[src/hdl/time_table_interp_weights_macros.svh]
// Assertion macros shared by the time table interpolation block.
// Included by the modules that carry checks; no other dependencies.
`ifndef TIME_TABLE_INTERP_WEIGHTS_MACROS_SVH
`define TIME_TABLE_INTERP_WEIGHTS_MACROS_SVH
`ifndef SYNTHESIS
`define TTIW_ASSERT(lbl, prop) \
    lbl: assert property (@(posedge i_clk) disable iff (!i_rst_n) prop) \
        else $error("ttiw check failed");
`define TTIW_ASSERT_NEXT(lbl, cause, effect) \
    lbl: assert property (@(posedge i_clk) disable iff (!i_rst_n) cause |=> effect) \
        else $error("ttiw sequence check failed");
`else
`define TTIW_ASSERT(lbl, prop)
`define TTIW_ASSERT_NEXT(lbl, cause, effect)
`endif
`endif

[src/hdl/ttiw_pkg.sv]
// Package for the time table interpolation block: widths, codes, types.
// No dependencies; used by every other file of the block but the macro header.
`timescale 1ns / 1ps

package ttiw_pkg;

    localparam int RECORD_DEPTH = 64;
    localparam int IDX_W        = $clog2(RECORD_DEPTH);
    localparam int CNT_W        = IDX_W + 1;
    localparam int TIME_W       = 63;
    localparam int BT_W         = 64;
    localparam int PER_W        = 62;
    localparam int WGT_W        = 17;
    localparam int FRAC_W       = 16;
    localparam int CFG_IDX_W    = 2;
    localparam int CFG_DATA_W   = 63;
    localparam int FIFO_DEPTH   = 2;

    localparam logic [WGT_W-1:0] WGT_ONE = WGT_W'(1) << FRAC_W;

    localparam logic [CFG_IDX_W-1:0] CFG_PERIOD    = 2'd0;
    localparam logic [CFG_IDX_W-1:0] CFG_REFERENCE = 2'd1;
    localparam logic [CFG_IDX_W-1:0] CFG_COUNT     = 2'd2;

    localparam logic OP_LOAD  = 1'b0;
    localparam logic OP_QUERY = 1'b1;

    typedef struct packed {
        logic              is_query;
        logic [IDX_W-1:0]  idx;
        logic              restart;
        logic [BT_W-1:0]   t;
    } t_cmd;

    typedef struct packed {
        logic [PER_W-1:0]  period;
        logic [TIME_W-1:0] reference;
        logic [IDX_W-1:0]  last;
        logic              periodic;
    } t_cfg;

    typedef enum logic [1:0] {
        F_IDLE,
        F_ABS,
        F_DIV,
        F_FIX
    } t_front_state;

    typedef enum logic [3:0] {
        BK_IDLE,
        BK_LAST,
        BK_FIRST,
        BK_SCAN,
        BK_WALK,
        BK_LEFT,
        BK_DIV,
        BK_ITER,
        BK_DONE
    } t_back_state;

endpackage

[src/hdl/ttiw_fifo.sv]
// Short command queue between the front end and the table walker.
// Uses ttiw_pkg for the command type and depth.
`timescale 1ns / 1ps
`include "time_table_interp_weights_macros.svh"

module ttiw_fifo import ttiw_pkg::*; (
    input  logic  i_clk,
    input  logic  i_rst_n,
    input  logic  i_push,
    input  t_cmd  i_word,
    output logic  o_full,
    output logic  o_valid,
    output t_cmd  o_word,
    input  logic  i_pop
);

    localparam int PTR_W = $clog2(FIFO_DEPTH);
    localparam int QCNT_W = $clog2(FIFO_DEPTH + 1);

    t_cmd              r_mem [FIFO_DEPTH];
    logic [PTR_W-1:0]  r_wptr, r_rptr;
    logic [QCNT_W-1:0] r_count;
    logic              do_push, do_pop;

    assign o_full  = (r_count == QCNT_W'(FIFO_DEPTH));
    assign o_valid = (r_count != '0);
    assign o_word  = r_mem[r_rptr];
    assign do_push = i_push && !o_full;
    assign do_pop  = i_pop && o_valid;

    always_ff @(posedge i_clk) begin
        if (do_push) begin
            r_mem[r_wptr] <= i_word;
        end
    end

    always_ff @(posedge i_clk) begin
        if (!i_rst_n) begin
            r_wptr  <= '0;
            r_rptr  <= '0;
            r_count <= '0;
        end else begin
            if (do_push) begin
                r_wptr <= (r_wptr == PTR_W'(FIFO_DEPTH - 1)) ? '0 : r_wptr + 1'b1;
            end
            if (do_pop) begin
                r_rptr <= (r_rptr == PTR_W'(FIFO_DEPTH - 1)) ? '0 : r_rptr + 1'b1;
            end
            case ({do_push, do_pop})
                2'b10:   r_count <= r_count + 1'b1;
                2'b01:   r_count <= r_count - 1'b1;
                default: r_count <= r_count;
            endcase
        end
    end

    `TTIW_ASSERT(a_count_bound, r_count <= QCNT_W'(FIFO_DEPTH))

endmodule

[config.mk]
export PLATFORM = sky130hd
export DESIGN_NAME = ttiw_fifo
export DESIGN_NICKNAME = d
export VERILOG_FILES = /design/src/hdl/ttiw_pkg.sv /design/src/hdl/ttiw_fifo.sv
export VERILOG_INCLUDE_DIRS = /design/src /design/src/hdl
export SDC_FILE = /design/constraint.sdc
export NUM_CORES = 1
export LEC_CHECK = 0
export ABC_AREA = 1
export BUFFER_PORTS_ARGS = -buffer_cell sky130_fd_sc_hd__buf_2
export CORE_MARGIN = 1.5
export CORE_UTILIZATION = 37
export DETAILED_ROUTE_END_ITERATION = 16
export HOLD_SLACK_MARGIN = 0.15
export SYNTH_ARGS = -nofsm -noshare
export SYNTH_HDL_FRONTEND = slang
export SYNTH_SLANG_ARGS = --single-unit
[constraint.sdc]
create_clock -name i_clk -period 12.5 [get_ports i_clk]
set_clock_uncertainty 0.1 [all_clocks]
set_input_delay 0.625 -clock i_clk [delete_from_list [all_inputs] [get_ports i_clk]]
set_output_delay 0.625 -clock i_clk [all_outputs]
set_load 0.01 [all_outputs]
# After elaboration in Yosys (flattened, before gate mapping)
# Memory sizes are Yosys's and may differ from the RTL's. A register that Yosys moved wholly into a read port is not among the register bits.
# Cells that the tools add are included.
# totals
regBits	4
latchBits	0
mem_bits_rw	144
rom_bits	0
inputBits	76
out_inout_bits	74
word_cells	23
memories	1
# op_classes
addsub	4
multipliers	0
n_div	0
n_lt_le_gt_ge	0
eq_ne	3
shift	0
mux	7
bitwise_logic	0
n_reduce_logical	5
# mem_list
memory	depth	word_bits	read_ports	rd_clocked_by_memory_dff	wr	line_no	rtl
r_mem	2	72	1	1	1	ttiw_fifo.sv:20	t_cmd r_mem [FIFO_DEPTH];
# ops
operator	n
$mux W1	6
$eq A2 B2 Y1 const B	2
$pmux W2 S2	1
$reduce_bool A2 Y1	2
$add A1 B1 Y1 const B	2
$add A2 B1 Y2 const B	1
$eq A2 B1 Y1 const B	1
$logic_and A1 B1 Y1	2
$sub A2 B1 Y2 const B	1
$logic_not A1 Y1	1

# Logic depth before layout (Yosys ltp)
# depth
word_depth	5
mapped_depth	10
depth_no_buf	10

# Worst setup path after synthesis
# No wires, ideal clock.
# synth_path
path_type	input port to flip-flop
from	input i_push
to	memory r_mem[0][0] in the netlist's numbering, enable pin
setup_ns	0.502
t_arrival_ns	3.882
t_required_ns	11.898
path_slack_ns	8.015
cell_stages	4
n_path_buf	0
path_cell_list	inv_1 nor2_1 inv_1 nor2_1
# synth_via
elab_chain_len	3
# synth_lines
item	line_no	rtl
from (decl)	ttiw_fifo.sv:9	input logic i_push,
$logic_and A1 B1 Y1	ttiw_fifo.sv:28	assign do_push = i_push && !o_full;
$mux W1	ttiw_fifo.sv:32	if (do_push) begin
$mux W1 (implied by the code)	ttiw_fifo.sv:33	r_mem[r_wptr] <= i_word;
to (decl)	ttiw_fifo.sv:20	
# Every way passes these cells.

==> impl_metrics.prom <==
# TYPE chip_impl_metric gauge
chip_impl_info{name="run_status",value="finished clean"} 1
chip_impl_info{name="startpoint_type",value="flop"} 1
chip_impl_metric{name="dr.first_iter.drc_count",unit=""} 103
chip_impl_metric{name="synthesized_area_fraction_occupied_by_ao_oa_aoi_and_oai_cells",unit="%"} 0.302
chip_impl_info{name="timing.hold.worst.class",value="input port to flop"} 1
chip_impl_metric{name="holdPathStages",unit=""} 1
chip_impl_info{name="worstSetupEndpointType",value="output port"} 1
chip_impl_metric{name="synth_area",unit="mm²"} 0.00579
chip_impl_metric{name="first_pass_iters",unit=""} 4
chip_impl_metric{name="number_of_buffers_created_by_cts",unit=""} 17
chip_impl_metric{name="ir_worst_vdd",unit="µV"} 113
chip_impl_metric{name="setup_total_negative_slack",unit="ns"} 0
chip_impl_metric{name="final.min_clock_period",unit="ns"} 3.10
chip_impl_metric{name="grtUsageTotal",unit="%"} 12.4
chip_impl_metric{name="syn-instance-count",unit=""} 262
chip_impl_metric{name="synth.mux.area_fraction",unit="%"} 18.5
chip_impl_metric{name="grt_first_pass_wirelength",unit="µm"} 14800
chip_impl_metric{name="post_cts_resize_count",unit=""} 0
chip_impl_info{name="dominantRegCellSynth",value="sky130_fd_sc_hd__edfxtp_1"} 1
chip_impl_metric{name="postSynth.asyncResetShare",unit="%"} 0
chip_impl_metric{name="worst_setup_hold_path_clk_slew",unit="ns"} 0.06
chip_impl_metric{name="synth_fp_nets",unit=""} 339
chip_impl_metric{name="slew_viol_final",unit=""} 0
chip_impl_metric{name="vias",unit=""} 2814
chip_impl_info{name="tritoncts",value="built"} 1
chip_impl_info{name="cts_root_buf",value="sky130_fd_sc_hd__clkbuf_16"} 1
chip_impl_metric{name="yosys.area_share.adder",unit="%"} 0.216
chip_impl_metric{name="numClockSinks",unit=""} 149
chip_impl_metric{name="start_util",unit="%"} 38.0
chip_impl_metric{name="dieArea",unit="mm²"} 0.0164
chip_impl_metric{name="timing.final.crit_share",unit="%"} 24.8
chip_impl_metric{name="placeable_area",unit="mm²"} 0.0153
chip_impl_metric{name="clkLatencyLatePin",unit="ns"} 0.42
chip_impl_metric{name="die-height",unit="µm"} 128
chip_impl_metric{name="holdBufCountCts",unit=""} 0
chip_impl_metric{name="postRouteWirelength",unit="µm"} 9700
chip_impl_metric{name="worst_margin_slew",unit="ns"} 0.977
chip_impl_metric{name="top_level_ports",unit=""} 150
chip_impl_metric{name="max_transition_margin",unit="%"} 34.9
chip_impl_metric{name="place_worst_setup_slack",unit="ns"} 9.78
chip_impl_metric{name="power_leakage",unit="µW"} 0.00285
chip_impl_metric{name="critPathArrivalTime",unit="ns"} 2.38
chip_impl_metric{name="synth_edf_count",unit=""} 144
chip_impl_metric{name="overflow",unit=""} 0
chip_impl_info{name="worst_setup_path_endpoint",value="o_word[29]"} 1
chip_impl_metric{name="total_power",unit="µW"} 1360
chip_impl_metric{name="maxCapViolCount",unit=""} 0
chip_impl_metric{name="placementRows",unit=""} 45
chip_impl_metric{name="synth-simple-area-share",unit="%"} 1.49
chip_impl_metric{name="drt-vias-per-instance",unit=""} 4.33
chip_impl_metric{name="grt_antenna_before_repair",unit=""} 2
chip_impl_metric{name="avg_cell_area_syn",unit="µm²"} 22.1
chip_impl_metric{name="cts_htree_levels",unit=""} 4
chip_impl_metric{name="num-fill-cells",unit=""} 1328
chip_impl_metric{name="cell_area_power_density",unit="mW/mm²"} 188
chip_impl_metric{name="finalSetupViolations",unit=""} 0
chip_impl_metric{name="port_buffers",unit=""} 149
chip_impl_metric{name="area_growth_syn_to_layout",unit="%"} 25.0
chip_impl_info{name="combinational_family_with_the_most_area_after_synthesis",value="multiplexers"} 1
chip_impl_metric{name="worst-endpoint-required",unit="ns"} 11.77
chip_impl_metric{name="setup.reg_to_reg.worst_slack",unit="ns"} 10.11
chip_impl_metric{name="number_of_global_route_vias_before_repair",unit=""} 2871
chip_impl_info{name="rsz_0062_raised_after_global_routing",value="false"} 1
chip_impl_metric{name="final_hold_viol_count",unit=""} 0
chip_impl_metric{name="worst_hold_slack",unit="ns"} 0.291
chip_impl_metric{name="die_w",unit="µm"} 128
chip_impl_metric{name="setup_bufs_post_cts",unit=""} 0
chip_impl_metric{name="maxClockFrequency",unit="GHz"} 0.322
chip_impl_metric{name="maximum_fanout_count_along_the_critical_path",unit=""} 52
chip_impl_metric{name="yosys.area_share.xor_xnor",unit="%"} 0
chip_impl_metric{name="post_route_setup_slack",unit="ns"} 9.40
chip_impl_info{name="worst_r2r_startpoint",value="r_count[0]"} 1
chip_impl_metric{name="cell_area_reported_after_detailed_placement",unit="mm²"} 0.00669
chip_impl_metric{name="synth_cell_types",unit=""} 15
chip_impl_info{name="criticalPathCategory",value="flop to output port"} 1
chip_impl_metric{name="grt_max_degree",unit=""} 56
chip_impl_metric{name="flip_flop_and_latch_count_after_synthesis",unit=""} 149
chip_impl_info{name="r2r-end",value="r_mem[0][61]"} 1
chip_impl_metric{name="post_route_cells_drive_above_1_share",unit="%"} 58.7
chip_impl_metric{name="yosysWarnings",unit=""} 0
chip_impl_metric{name="part_of_the_yosys_area_used_for_sequential_elements",unit="%"} 76.4
chip_impl_metric{name="cts_buffer_depth",unit=""} 2
chip_impl_metric{name="final_area",unit="mm²"} 0.00724
chip_impl_metric{name="finalNetCount",unit=""} 502
chip_impl_metric{name="reg2regPathDepth",unit=""} 5
chip_impl_metric{name="avgRoutedWirePerCell",unit="µm"} 14.9
chip_impl_metric{name="drc",unit=""} 0
chip_impl_metric{name="antenna_violating_nets_post_route",unit=""} 0
chip_impl_metric{name="gpl.final_weighted_congestion",unit=""} 0.740
chip_impl_metric{name="place.detailed.hpwl",unit="µm"} 6270
stage by stage:
| step | utilization [%] | instances |
|---|---|---|
| after floorplan | - | 262 |
| after global placement | 43.8 | 617 |
| after detailed placement | 43.8 | 617 |
| after CTS | 47.4 | 649 |
| after global routing | 47.4 | 649 |
| final | 47.4 | 650 |
cell families (layout without fill, tap and decap cells):
| logic type | count (synthesis) | count (layout) |
|---|---|---|
| adders and majority gates | 1 | 1 |
| AOI/OAI and AO/OA | 3 | 3 |
| and+or+nand+nor | 22 | 22 |
| DFF | 149 | 149 |
| muxes | 72 | 72 |
| other | 0 | 1 |
| buffers and inverters | 15 | 191 |
cells in the mapped netlist, types with 2 or more instances:
| cell type | n | area share (%) |
|---|---|---|
| sky130_fd_sc_hd__nor2_1 | 12 | 0.78 |
| sky130_fd_sc_hd__mux2_2 | 2 | 0.39 |
| sky130_fd_sc_hd__nand2_1 | 8 | 0.52 |
| sky130_fd_sc_hd__mux2_4 | 70 | 18 |
| sky130_fd_sc_hd__edfxtp_1 | 144 | 75 |
| sky130_fd_sc_hd__dfxtp_1 | 5 | 1.7 |
| sky130_fd_sc_hd__inv_1 | 7 | 0.45 |
| sky130_fd_sc_hd__buf_12 | 7 | 2.4 |
worst min-delay path by stage:
stage                          start      endpoint  slack (ns)
final                     i_word[22]  r_mem[1][22]        0.29
after detailed placement      r_rptr          flop        0.38
after global routing      i_word[53]  r_mem[1][53]        0.26
after global placement        r_rptr        r_rptr        0.37
after floorplan               r_rptr          flop        0.35
after CTS                 i_word[11]  r_mem[0][11]        0.26
critical path, cell delays in order (launching register included):
cell and delay [ns]:
sky130_fd_sc_hd__dfxtp_4 0.59, sky130_fd_sc_hd__buf_4 0.83, sky130_fd_sc_hd__mux2_4 0.35, sky130_fd_sc_hd__buf_2 0.14
where the power goes:
part | switching (µW) | internal (µW)
clock | 189 | 277
sequential | 21.8 | 612
combinational | 126 | 135
total | 337 | 1020
final cells by class:
| type | instances | area [µm²] | share of cell area [%] |
|---|---|---|---|
| Sequential cell | 149 | 4430 | 61.2 |
| Multi-Input combinational cell | 98 | 1200 | 16.5 |
| Timing Repair Buffer | 152 | 768 | 10.6 |
| Clock buffer | 19 | 443 | 6.12 |
| Tap cell | 211 | 264 | 3.65 |
| Clock inverter | 13 | 109 | 1.50 |
| Inverter | 7 | 27.5 | 0.380 |
| Antenna cell | 1 | 2.50 | 0.0346 |
routing by layer:
layer	share of wire [%]	up-vias	track usage, %	routed length, µm
met4	1.5	0	5.55	150
li1	-	1346	-	-
met5	0	-	0	0
met1	40	1354	13.7	3920
met2	50	100	19.8	4820
met3	8.4	14	6.68	812
sequential cells by signal, summed over array words and instances, names as in the netlist, named ones only:
name / flops
r_mem: 144
r_wptr: 1
r_rptr: 1
r_count: 2
cell usage in the layout (no fill, tap or decap), types with 2 or more instances in the layout:
| cell | instances |
|---|---|
| sky130_fd_sc_hd__buf_2 | 149 |
| sky130_fd_sc_hd__nand2_1 | 8 |
| sky130_fd_sc_hd__mux2_2 | 2 |
| sky130_fd_sc_hd__mux2_4 | 70 |
| sky130_fd_sc_hd__buf_4 | 3 |
| sky130_fd_sc_hd__nor2_1 | 11 |
| sky130_fd_sc_hd__clkinv_2 | 5 |
| sky130_fd_sc_hd__clkbuf_16 | 17 |
| sky130_fd_sc_hd__dfxtp_1 | 4 |
| sky130_fd_sc_hd__inv_1 | 6 |
| sky130_fd_sc_hd__edfxtp_1 | 144 |
| sky130_fd_sc_hd__clkinvlp_4 | 5 |
Power figures use the tool's default switching activity.
