## config.mk

```make
export PLATFORM = sky130hd
export DESIGN_NAME = ttiw_front_flat
export DESIGN_NICKNAME = d
export VERILOG_FILES = /design/src/hdl/ttiw_pkg.sv /design/src/hdl/ttiw_in_if.sv /design/src/hdl/ttiw_front.sv /design/src/flat_wrapper.sv
export VERILOG_INCLUDE_DIRS = /design/src /design/src/hdl
export SDC_FILE = /design/constraint.sdc
export NUM_CORES = 1
export LEC_CHECK = 0
export BUFFER_PORTS_ARGS = -buffer_cell sky130_fd_sc_hd__buf_4
export CAP_MARGIN = 20
export CORE_ASPECT_RATIO = 1.1
export CORE_MARGIN = 4
export CORE_UTILIZATION = 50
export DETAILED_ROUTE_END_ITERATION = 6
export PLACE_DENSITY = 0.7
export SLEW_MARGIN = 20
export SYNTH_ARGS = -nofsm -noshare
export SYNTH_HDL_FRONTEND = slang
export SYNTH_SLANG_ARGS = --single-unit
```

## constraint.sdc

```tcl
create_clock -name i_clk -period 14.4 [get_ports i_clk]
set_input_delay 0 -clock i_clk [delete_from_list [all_inputs] [get_ports i_clk]]
set_output_delay 0 -clock i_clk [all_outputs]
set_load 0.05 [all_outputs]
```

## src/hdl/time_table_interp_weights_macros.svh

```systemverilog
// Assertion macros shared by the time table interpolation block.
// Included by the modules that carry checks; no other dependencies.
`ifndef TIME_TABLE_INTERP_WEIGHTS_MACROS_SVH
`define TIME_TABLE_INTERP_WEIGHTS_MACROS_SVH
`ifndef SYNTHESIS
`define TTIW_ASSERT(lbl, prop) \
    lbl: assert property (@(posedge i_clk) disable iff (!i_rst_n) prop) \
        else $error("ttiw check failed");
`define TTIW_ASSERT_NEXT(lbl, cause, effect) \
    lbl: assert property (@(posedge i_clk) disable iff (!i_rst_n) cause |=> effect) \
        else $error("ttiw sequence check failed");
`else
`define TTIW_ASSERT(lbl, prop)
`define TTIW_ASSERT_NEXT(lbl, cause, effect)
`endif
`endif

```

## src/hdl/ttiw_pkg.sv

```systemverilog
// Package for the time table interpolation block: widths, codes, types.
// No dependencies; used by every other file of the block but the macro header.
`timescale 1ns / 1ps

package ttiw_pkg;

    localparam int RECORD_DEPTH = 64;
    localparam int IDX_W        = $clog2(RECORD_DEPTH);
    localparam int CNT_W        = IDX_W + 1;
    localparam int TIME_W       = 63;
    localparam int BT_W         = 64;
    localparam int PER_W        = 62;
    localparam int WGT_W        = 17;
    localparam int FRAC_W       = 16;
    localparam int CFG_IDX_W    = 2;
    localparam int CFG_DATA_W   = 63;
    localparam int FIFO_DEPTH   = 2;

    localparam logic [WGT_W-1:0] WGT_ONE = WGT_W'(1) << FRAC_W;

    localparam logic [CFG_IDX_W-1:0] CFG_PERIOD    = 2'd0;
    localparam logic [CFG_IDX_W-1:0] CFG_REFERENCE = 2'd1;
    localparam logic [CFG_IDX_W-1:0] CFG_COUNT     = 2'd2;

    localparam logic OP_LOAD  = 1'b0;
    localparam logic OP_QUERY = 1'b1;

    typedef struct packed {
        logic              is_query;
        logic [IDX_W-1:0]  idx;
        logic              restart;
        logic [BT_W-1:0]   t;
    } t_cmd;

    typedef struct packed {
        logic [PER_W-1:0]  period;
        logic [TIME_W-1:0] reference;
        logic [IDX_W-1:0]  last;
        logic              periodic;
    } t_cfg;

    typedef enum logic [1:0] {
        F_IDLE,
        F_ABS,
        F_DIV,
        F_FIX
    } t_front_state;

    typedef enum logic [3:0] {
        BK_IDLE,
        BK_LAST,
        BK_FIRST,
        BK_SCAN,
        BK_WALK,
        BK_LEFT,
        BK_DIV,
        BK_ITER,
        BK_DONE
    } t_back_state;

endpackage

```

## src/hdl/ttiw_in_if.sv

```systemverilog
// Input channel of the time table block: valid/ready plus the item fields.
// Depends on ttiw_pkg.
`timescale 1ns / 1ps

interface ttiw_in_if import ttiw_pkg::*; ();
    logic                     valid;
    logic                     ready;
    logic                     opcode;
    logic [IDX_W-1:0]         record_index;
    logic signed [TIME_W-1:0] time_value;
    logic                     restart_walk;

    modport source (output valid, opcode, record_index, time_value, restart_walk,
                    input ready);
    modport sink   (input valid, opcode, record_index, time_value, restart_walk,
                    output ready);
endinterface

```

## src/hdl/ttiw_front.sv

```systemverilog
// Front end: accepts words, reduces query times modulo the period (bit-serial
// remainder, one bit a cycle) and hands commands to the queue. Uses ttiw_pkg.
`timescale 1ns / 1ps
`include "time_table_interp_weights_macros.svh"

module ttiw_front import ttiw_pkg::*; (
    input  logic         i_clk,
    input  logic         i_rst_n,
    input  t_cfg         i_cfg,
    ttiw_in_if.sink      i_in,
    output logic         o_push,
    output t_cmd         o_word,
    input  logic         i_full
);

    t_front_state        r_state, n_state;
    t_cmd                r_word;
    logic                r_full;
    logic [BT_W-1:0]     r_d;
    logic                r_neg;
    logic [PER_W-1:0]    r_rem;
    logic [5:0]          r_cnt;

    logic                accept;
    logic [BT_W-1:0]     t_ext;
    logic [BT_W-1:0]     ref_ext;
    logic [PER_W:0]      cand;
    logic [PER_W-1:0]    rem_next;

    assign t_ext   = {i_in.time_value[TIME_W-1], i_in.time_value};
    assign ref_ext = {i_cfg.reference[TIME_W-1], i_cfg.reference};
    assign accept  = i_in.valid && i_in.ready;
    assign cand    = {r_rem, r_d[BT_W-1]};

    always_comb begin
        if (cand >= {1'b0, i_cfg.period}) begin
            rem_next = PER_W'(cand - {1'b0, i_cfg.period});
        end else begin
            rem_next = cand[PER_W-1:0];
        end
    end

    // next state
    always_comb begin
        n_state = r_state;
        case (r_state)
            F_IDLE: begin
                if (accept && i_in.opcode == OP_QUERY && i_cfg.periodic) begin
                    n_state = F_ABS;
                end
            end
            F_ABS: n_state = F_DIV;
            F_DIV: begin
                if (r_cnt == 6'd63) begin
                    n_state = F_FIX;
                end
            end
            F_FIX:   n_state = F_IDLE;
            default: n_state = F_IDLE;
        endcase
    end

    // outputs
    always_comb begin
        i_in.ready = (r_state == F_IDLE) && !r_full;
        o_push     = r_full && !i_full;
        o_word     = r_word;
    end

    always_ff @(posedge i_clk) begin
        if (!i_rst_n) begin
            r_state <= F_IDLE;
            r_full  <= 1'b0;
        end else begin
            r_state <= n_state;
            if (o_push) begin
                r_full <= 1'b0;
            end
            case (r_state)
                F_IDLE: begin
                    if (accept) begin
                        r_word.is_query <= i_in.opcode;
                        r_word.idx      <= i_in.record_index;
                        r_word.restart  <= i_in.restart_walk;
                        r_word.t        <= t_ext;
                        r_d             <= t_ext - ref_ext;
                        if (!(i_in.opcode == OP_QUERY && i_cfg.periodic)) begin
                            r_full <= 1'b1;
                        end
                    end
                end
                F_ABS: begin
                    r_neg <= r_d[BT_W-1];
                    if (r_d[BT_W-1]) begin
                        r_d <= BT_W'(0) - r_d;
                    end
                    r_rem <= '0;
                    r_cnt <= '0;
                end
                F_DIV: begin
                    r_rem <= rem_next;
                    r_d   <= {r_d[BT_W-2:0], 1'b0};
                    r_cnt <= r_cnt + 6'd1;
                end
                F_FIX: begin
                    // negative offsets fold back into 0..period-1
                    if (r_neg && r_rem != '0) begin
                        r_word.t <= {2'b00, i_cfg.period - r_rem};
                    end else begin
                        r_word.t <= {2'b00, r_rem};
                    end
                    r_full <= 1'b1;
                end
                default: begin
                end
            endcase
        end
    end

    `TTIW_ASSERT(a_rem_below_period, (r_state == F_DIV) |-> (r_rem < i_cfg.period))

endmodule

```

## src/flat_wrapper.sv

```systemverilog
// flat-port wrapper written by rule: the top's interface ports become plain ports
module ttiw_front_flat import ttiw_pkg::*;
  (i_clk, i_rst_n, i_cfg, o_push, o_word, i_full, i_in_valid, i_in_opcode, i_in_record_index, i_in_time_value, i_in_restart_walk, i_in_ready);
  ttiw_in_if i_in_i ();
  input  logic i_clk;
  input  logic i_rst_n;
  input  t_cfg i_cfg;
  output logic o_push;
  output t_cmd o_word;
  input  logic i_full;
  input wire logic [$bits(i_in_i.valid)-1:0] i_in_valid;
  input wire logic [$bits(i_in_i.opcode)-1:0] i_in_opcode;
  input wire logic [$bits(i_in_i.record_index)-1:0] i_in_record_index;
  input wire logic [$bits(i_in_i.time_value)-1:0] i_in_time_value;
  input wire logic [$bits(i_in_i.restart_walk)-1:0] i_in_restart_walk;
  output wire logic [$bits(i_in_i.ready)-1:0] i_in_ready;
  assign i_in_i.valid = i_in_valid;
  assign i_in_i.opcode = i_in_opcode;
  assign i_in_i.record_index = i_in_record_index;
  assign i_in_i.time_value = i_in_time_value;
  assign i_in_i.restart_walk = i_in_restart_walk;
  assign i_in_ready = i_in_i.ready;
  ttiw_front u_core (.i_clk(i_clk), .i_rst_n(i_rst_n), .i_cfg(i_cfg), .i_in(i_in_i), .o_push(o_push), .o_word(o_word), .i_full(i_full));
endmodule
```

## Yosys cells after proc, flatten, opt, wreduce, memory -nomap -nowiden

Index checks and enable logic that the tools add are counted.

- Bits in registers: 208
- Output and inout port bits: 74
- Input bits: 207
- Logic and storage cells: 62

- Multiplexer cells: 16
- Add/sub/neg operators: 5
- $lt $le $gt $ge: 1
- Equality and inequality tests: 8
- Reductions and logical operators: 21

Operators by type and width:

| kind | number |
|---|---|
| 64-bit two-way mux | 3 |
| 64-bit one-hot mux with 3 select lines | 1 |
| 64-bit one-hot mux with 2 select lines | 1 |
| 62-bit two-way mux | 2 |
| 62-bit one-hot mux with 2 select lines | 1 |
| 62-bit subtractor | 2 |
| 1-bit by 64-bit subtractor with 64-bit output (first input constant) | 1 |
| 63-bit by 63-bit subtractor with 64-bit output | 1 |
| 63-bit by 62-bit >= comparator with 1-bit output | 1 |
| 62-bit nonzero test | 1 |
| 6-bit one-hot mux with 2 select lines | 1 |
| 3-bit AND reduction | 3 |
| 2-bit by 1-bit inequality test with 1-bit output (second input constant) | 4 |
| 2-bit one-hot mux with 4 select lines | 1 |
| 1-bit logical AND | 7 |
| 6-bit by 1-bit adder with 6-bit output (second input constant) | 1 |
| 6-bit equality test (second input constant) | 1 |
| 2-bit AND reduction | 3 |
| 2-bit equality test (second input constant) | 2 |
| 2-bit two-way mux | 2 |
| 4-bit AND reduction | 1 |
| 2-bit nonzero test | 2 |
| 1-bit two-way mux | 3 |
| 3-bit nonzero test | 1 |
| other kinds (4) | 5 |

## Depth between registers and ports, before layout

- Depth in word-level cells: 7
- Gate-level depth with buffers: 15
- Mapped depth without buffers: 14

## Worst setup path before layout

No wires, ideal clock.

- Kind: register to register
- Start point: register u_core.r_state[0]
- End point: register u_core.r_d[0], enable pin
- Setup time: 0.578 ns
- Clock period less this slack: 6.318 ns
- Arrival time: 5.739 ns
- Buffers on the path: 3
- Stages on the path, launching flop included: 6
- Required time: 13.822 ns
- Path slack: 8.082 ns
- Cells stage by stage: dfxtp_1 ha_1 clkbuf_1 clkbuf_1 clkbuf_1 a211oi_1

- Cells in the longest elaborated chain, start to end: 5
- Elaborated cells between the ends (all ways): 9
- Those cells by class: 4 x eq/ne; 5 x reduce/logical

RTL lines:

| element | RTL line | source |
|---|---|---|
| from (decl) | ttiw_front.sv:16 | `t_front_state r_state, n_state;` |
| from (signal assigned) | ttiw_front.sv:75 | `r_state <= n_state;` |
| 2-bit logical NOT | ttiw_front.sv:65, ttiw_front.sv:79 |  |
| 1-bit logical AND | ttiw_front.sv:65 | `i_in.ready = (r_state == F_IDLE) && !r_full;` |
| 1-bit logical AND | ttiw_front.sv:32 | `assign accept = i_in.valid && i_in.ready;` |
| 2-bit by 1-bit inequality test with 1-bit output (no source line) | - |  |
| 4-bit AND reduction (no source line) (*) | - |  |
| to (signal assigned) | ttiw_front.sv:86 | `r_d <= t_ext - ref_ext;` |
| to (signal assigned) | ttiw_front.sv:95 | `r_d <= BT_W'(0) - r_d;` |
| to (signal assigned) | ttiw_front.sv:102 | `r_d <= {r_d[BT_W-2:0], 1'b0};` |
| to (decl) | ttiw_front.sv:19 | `logic [BT_W-1:0] r_d;` |

Every way passes the cells marked *; elsewhere a longest branch is shown, timed or not.
A chain may end at the register's enable or synchronous reset.

## Final worst setup path

- Start point: register u_core.r_rem[3]
- End point: register u_core.r_rem[39], data pin

- Cells in the longest elaborated chain, start to end: 3
- Elaborated cells between the ends (all ways): 4
- Those cells by class: 1 x add/sub; 1 x order compare; 2 x mux

RTL lines:

| element | RTL line | source |
|---|---|---|
| from (decl) | ttiw_front.sv:21 | `logic [PER_W-1:0] r_rem;` |
| from (signal assigned) | ttiw_front.sv:101 | `r_rem <= rem_next;` |
| 62-bit subtractor or 63-bit by 62-bit >= comparator with 1-bit output (tied branches) | ttiw_front.sv:37, ttiw_front.sv:36 |  |
| 62-bit two-way mux (*) | ttiw_front.sv:36 | `if (cand >= {1'b0, i_cfg.period}) begin` |
| 62-bit one-hot mux with 2 select lines (*) | ttiw_front.sv:79 | `case (r_state)` |

Marks and branches as above.

==> results.ini <==
[synthesis]
synth.distinct_cells = 95
netlist_top_cells_count = a21oi_1, nor2_1, inv_1, nand2_1, edfxtp_1
yosys.area.top_type_share_pct = 26.6
synth_area_sq_mm = 0.0230
yosys_warnings = 0
yosysMostFrequentCell = a21oi_1
syn_area_per_cell_sq_um = 7.88
syn_nets = 3323
yosys_register_bits = 207
synth_cells = 2921
yosysTopAreaCell = edfxtp_1
seq_area_frac_synth_pct = 26.9
yosys-top-cells-area = edfxtp_1, ha_1, a21oi_1, nor2_1, xnor2_1
synth_ff_type = edfxtp_1
synth-edff-count = 204
synth-async-reset-ratio_pct = 0

[cts]
post_cts_buffers = 0
root_buffer = clkbuf_16
cts_sinks = 207
cts_resized = 0
clk_latency_ns = 0.57
clk_path_buf_depth = 3
htreeDepth = 1
clk_pin_slew_worst_paths_ns = 0.06
cts_hold_buf = 79
cts_tree = done
numCtsBuffers = 26

[finish]
utilization_pct = 59.6
areaGrowthSynthToFinish_pct = 18.0
fin_nets = 3584
drive_above_1_share_pct = 11.9

[worst_setup_path]
r2r_start = u_core.r_rem[3]
critPathLaunchType = flop
critPathRequiredTime_ns = 14.78
r2r_slack_ns = 9.23
worstPathArrival_ns = 5.55
worstReg2RegEnd = u_core.r_rem[39]
crit_path_end = u_core.r_rem[39]
worst_setup_path_end_kind = flop
crit_type = reg -> reg
r2r_cells = 12
crit_path_max_fanout = 50
crit_start = u_core.r_rem[3]

[power]
pwr-share-seq_pct = 27.9
swShare_pct = 46.8
pwr-share-comb_pct = 54.6
intPower_mw = 2.14
p_per_area_mw_per_mm2 = 148
ir_drop_uv = 117
p_leak_nw = 11.8
total_power_mw = 4.02
power.switching_mw = 1.88
clkPwrFrac_pct = 17.5

[timing]
fin_crit_ns = 5.17
rsz0062_at_grt = false
slew_headroom_pct = 32.1
skew_ns = 0.0215
fin_setup_tns_ns = 0
holdWs_ns = 0.0729
worst_pin_slew_ns = 0.993
period_share_pct = 35.9
setup_viol = 0
drv_slew = 0
timing.fmax_mhz = 193
finalHoldViolCount = 0
setup_ws_ns = 9.23

[grt]
grt_pass1_wl_microns = 127000
grt_start_max_net_pins = 83
grtUsageTotal_pct = 32.2
first_global_vias = 22761
grt-ovfl-total = 0
antenna_found_initial = 4

[worst_hold_path]
hold_path.class = in -> reg

[floorplanning]
ioPinCount = 281
die_h_microns = 233
rows = 82
design.core.area_sq_mm = 0.0456
die_area_sq_mm = 0.0495
initial_utilization_pct = 50.5
die_w_microns = 213

[detailed_routing]
firstDrtPassIters = 6
drtIter0Drc = 2546
drc = 0
avgRoutedWirePerCell_microns = 22.0
routed_wirelength_microns = 83300
vias = 23673
viasPerCell = 6.24
ant_nets = 0

[run]
maxCapViolCount = 0

[run_status]
status = finished, final reports clean

[placed_design]
place.gp.congestion = 1.01
dp_hpwl_microns = 64700
place_ws_ns = 9.32
portBuffers = 274

## layout make-up
cell class | instances | area [sq um]
Fill cell | 4164 | 18400
Multi-Input combinational cell | 2333 | 15400
Sequential cell | 207 | 6190
Timing Repair Buffer | 369 | 2990
Inverter | 245 | 920
Tap cell | 588 | 736
Clock buffer | 29 | 662
Clock inverter | 17 | 224
Antenna cell | 5 | 12.5
## critical path, stage by stage, from the launching register on
cell	delay [ns]
edfxtp_1	0.54
ha_1	0.42
nand3_1	0.12
o21bai_1	0.21
a21oi_1	0.33
nor2_1	0.19
o211ai_1	0.45
a32oi_1	0.29
a41oi_1	0.54
a31o_4	0.42
buf_4	0.67
nand2_1	0.48
o22ai_1	0.29
## power by group through the flow
stage          combinational, mW  sequential (mW)  clock (mW)
5_1_grt                     2.39             1.14       0.732
3_3_place_gp                2.10             1.12           0
4_1_cts                     2.16             1.11       0.711
2_1_floorplan               1.40             1.23           0
3_5_place_dp                2.13             1.13           0
6_report                    2.19             1.12       0.702
## layer usage
| layer | vias to the layer above | part of all wire [%] | GRT usage [%] |
|---|---|---|---|
| li1 | 11264 | - | - |
| met5 | - | 0 | 0 |
| met1 | 11119 | 42 | 44.3 |
| met3 | 200 | 8.1 | 3.99 |
| met2 | 1090 | 44 | 50.5 |
| met4 | 0 | 5.4 | 14.9 |
## how the worst min path moves through the flow
| stage | start | to | slack [ns] | cells past startpoint |
|---|---|---|---|---|
| final | i_cfg[0] | u_core.r_state[0] | 0.07 | 5 |
| after global routing | i_cfg[0] | u_core.r_state[0] | 0.11 | 5 |
| after CTS | i_cfg[0] | u_core.r_state[0] | 0.05 | 5 |
| after detailed placement | i_in_record_index[3] | u_core.o_word[68] | 0.18 | 1 |
| after global placement | i_in_record_index[1] | u_core.o_word[66] | 0.18 | 1 |
| after floorplan | i_in_restart_walk | u_core.o_word[64] | 0.1 | 0 |
## cell families (layout without fill, tap and decap cells)
group | Yosys count | in the layout | share of synthesized area (%)
AOI/OAI and AO/OA | 974 | 974 | 27.1
xor gates and xnor gates | 194 | 194 | 7.38
adders and majority gates | 195 | 195 | 10.7
buffers and inverters | 381 | 660 | 6.30
DFF | 207 | 207 | 26.9
muxes | 57 | 57 | 2.51
other | 0 | 5 | 0
and+or+nand+nor | 913 | 913 | 19.1
## through the flow
stage / instances / area (sq um)
final: 3793 / 27200
after CTS: 3787 / 27100
after floorplan: 2921 / 23000
after detailed placement: 3662 / 25400
after global routing: 3792 / 27200
after global placement: 3662 / 25400
## flip-flops by register name, indices dropped and copies added, names as in the netlist
name / cells
u_core.r_cnt: 6
u_core.r_rem: 62
u_core.r_full: 1
u_core.r_state: 2
u_core.o_word: 71
u_core.r_neg: 1
u_core.r_d: 64
## placed cells by master, fill, tap and decap left out, types with 13 or more instances in the layout
| cell type | synthesis | layout |
|---|---|---|
| xnor2_1 | 114 | 114 |
| dlygate4sd3_1 | 0 | 79 |
| ha_1 | 192 | 189 |
| nand3_1 | 59 | 59 |
| o211ai_1 | 24 | 24 |
| a21o_1 | 112 | 112 |
| a21oi_1 | 329 | 329 |
| mux2i_1 | 52 | 52 |
| and2_1 | 16 | 15 |
| a211oi_1 | 34 | 33 |
| nor2_1 | 293 | 292 |
| o21a_1 | 19 | 19 |
| nor3_1 | 60 | 60 |
| nand2_1 | 244 | 244 |
| o21ai_0 | 173 | 173 |
| a22oi_1 | 20 | 20 |
| o22ai_1 | 13 | 13 |
| o21bai_1 | 46 | 46 |
| and3_1 | 31 | 31 |
| inv_1 | 244 | 242 |
| edfxtp_1 | 204 | 204 |
| clkbuf_16 | 0 | 26 |
| a221o_1 | 13 | 13 |
| a221oi_1 | 33 | 33 |
| or3_1 | 20 | 20 |
| xor2_1 | 80 | 80 |
| nand4_1 | 47 | 47 |
| a31oi_1 | 33 | 33 |
| nor2b_1 | 23 | 23 |
| nor4_1 | 29 | 29 |
| nand2b_1 | 25 | 25 |
| buf_4 | 2 | 289 |
No activity file was read; power rests on OpenSTA's default activity.
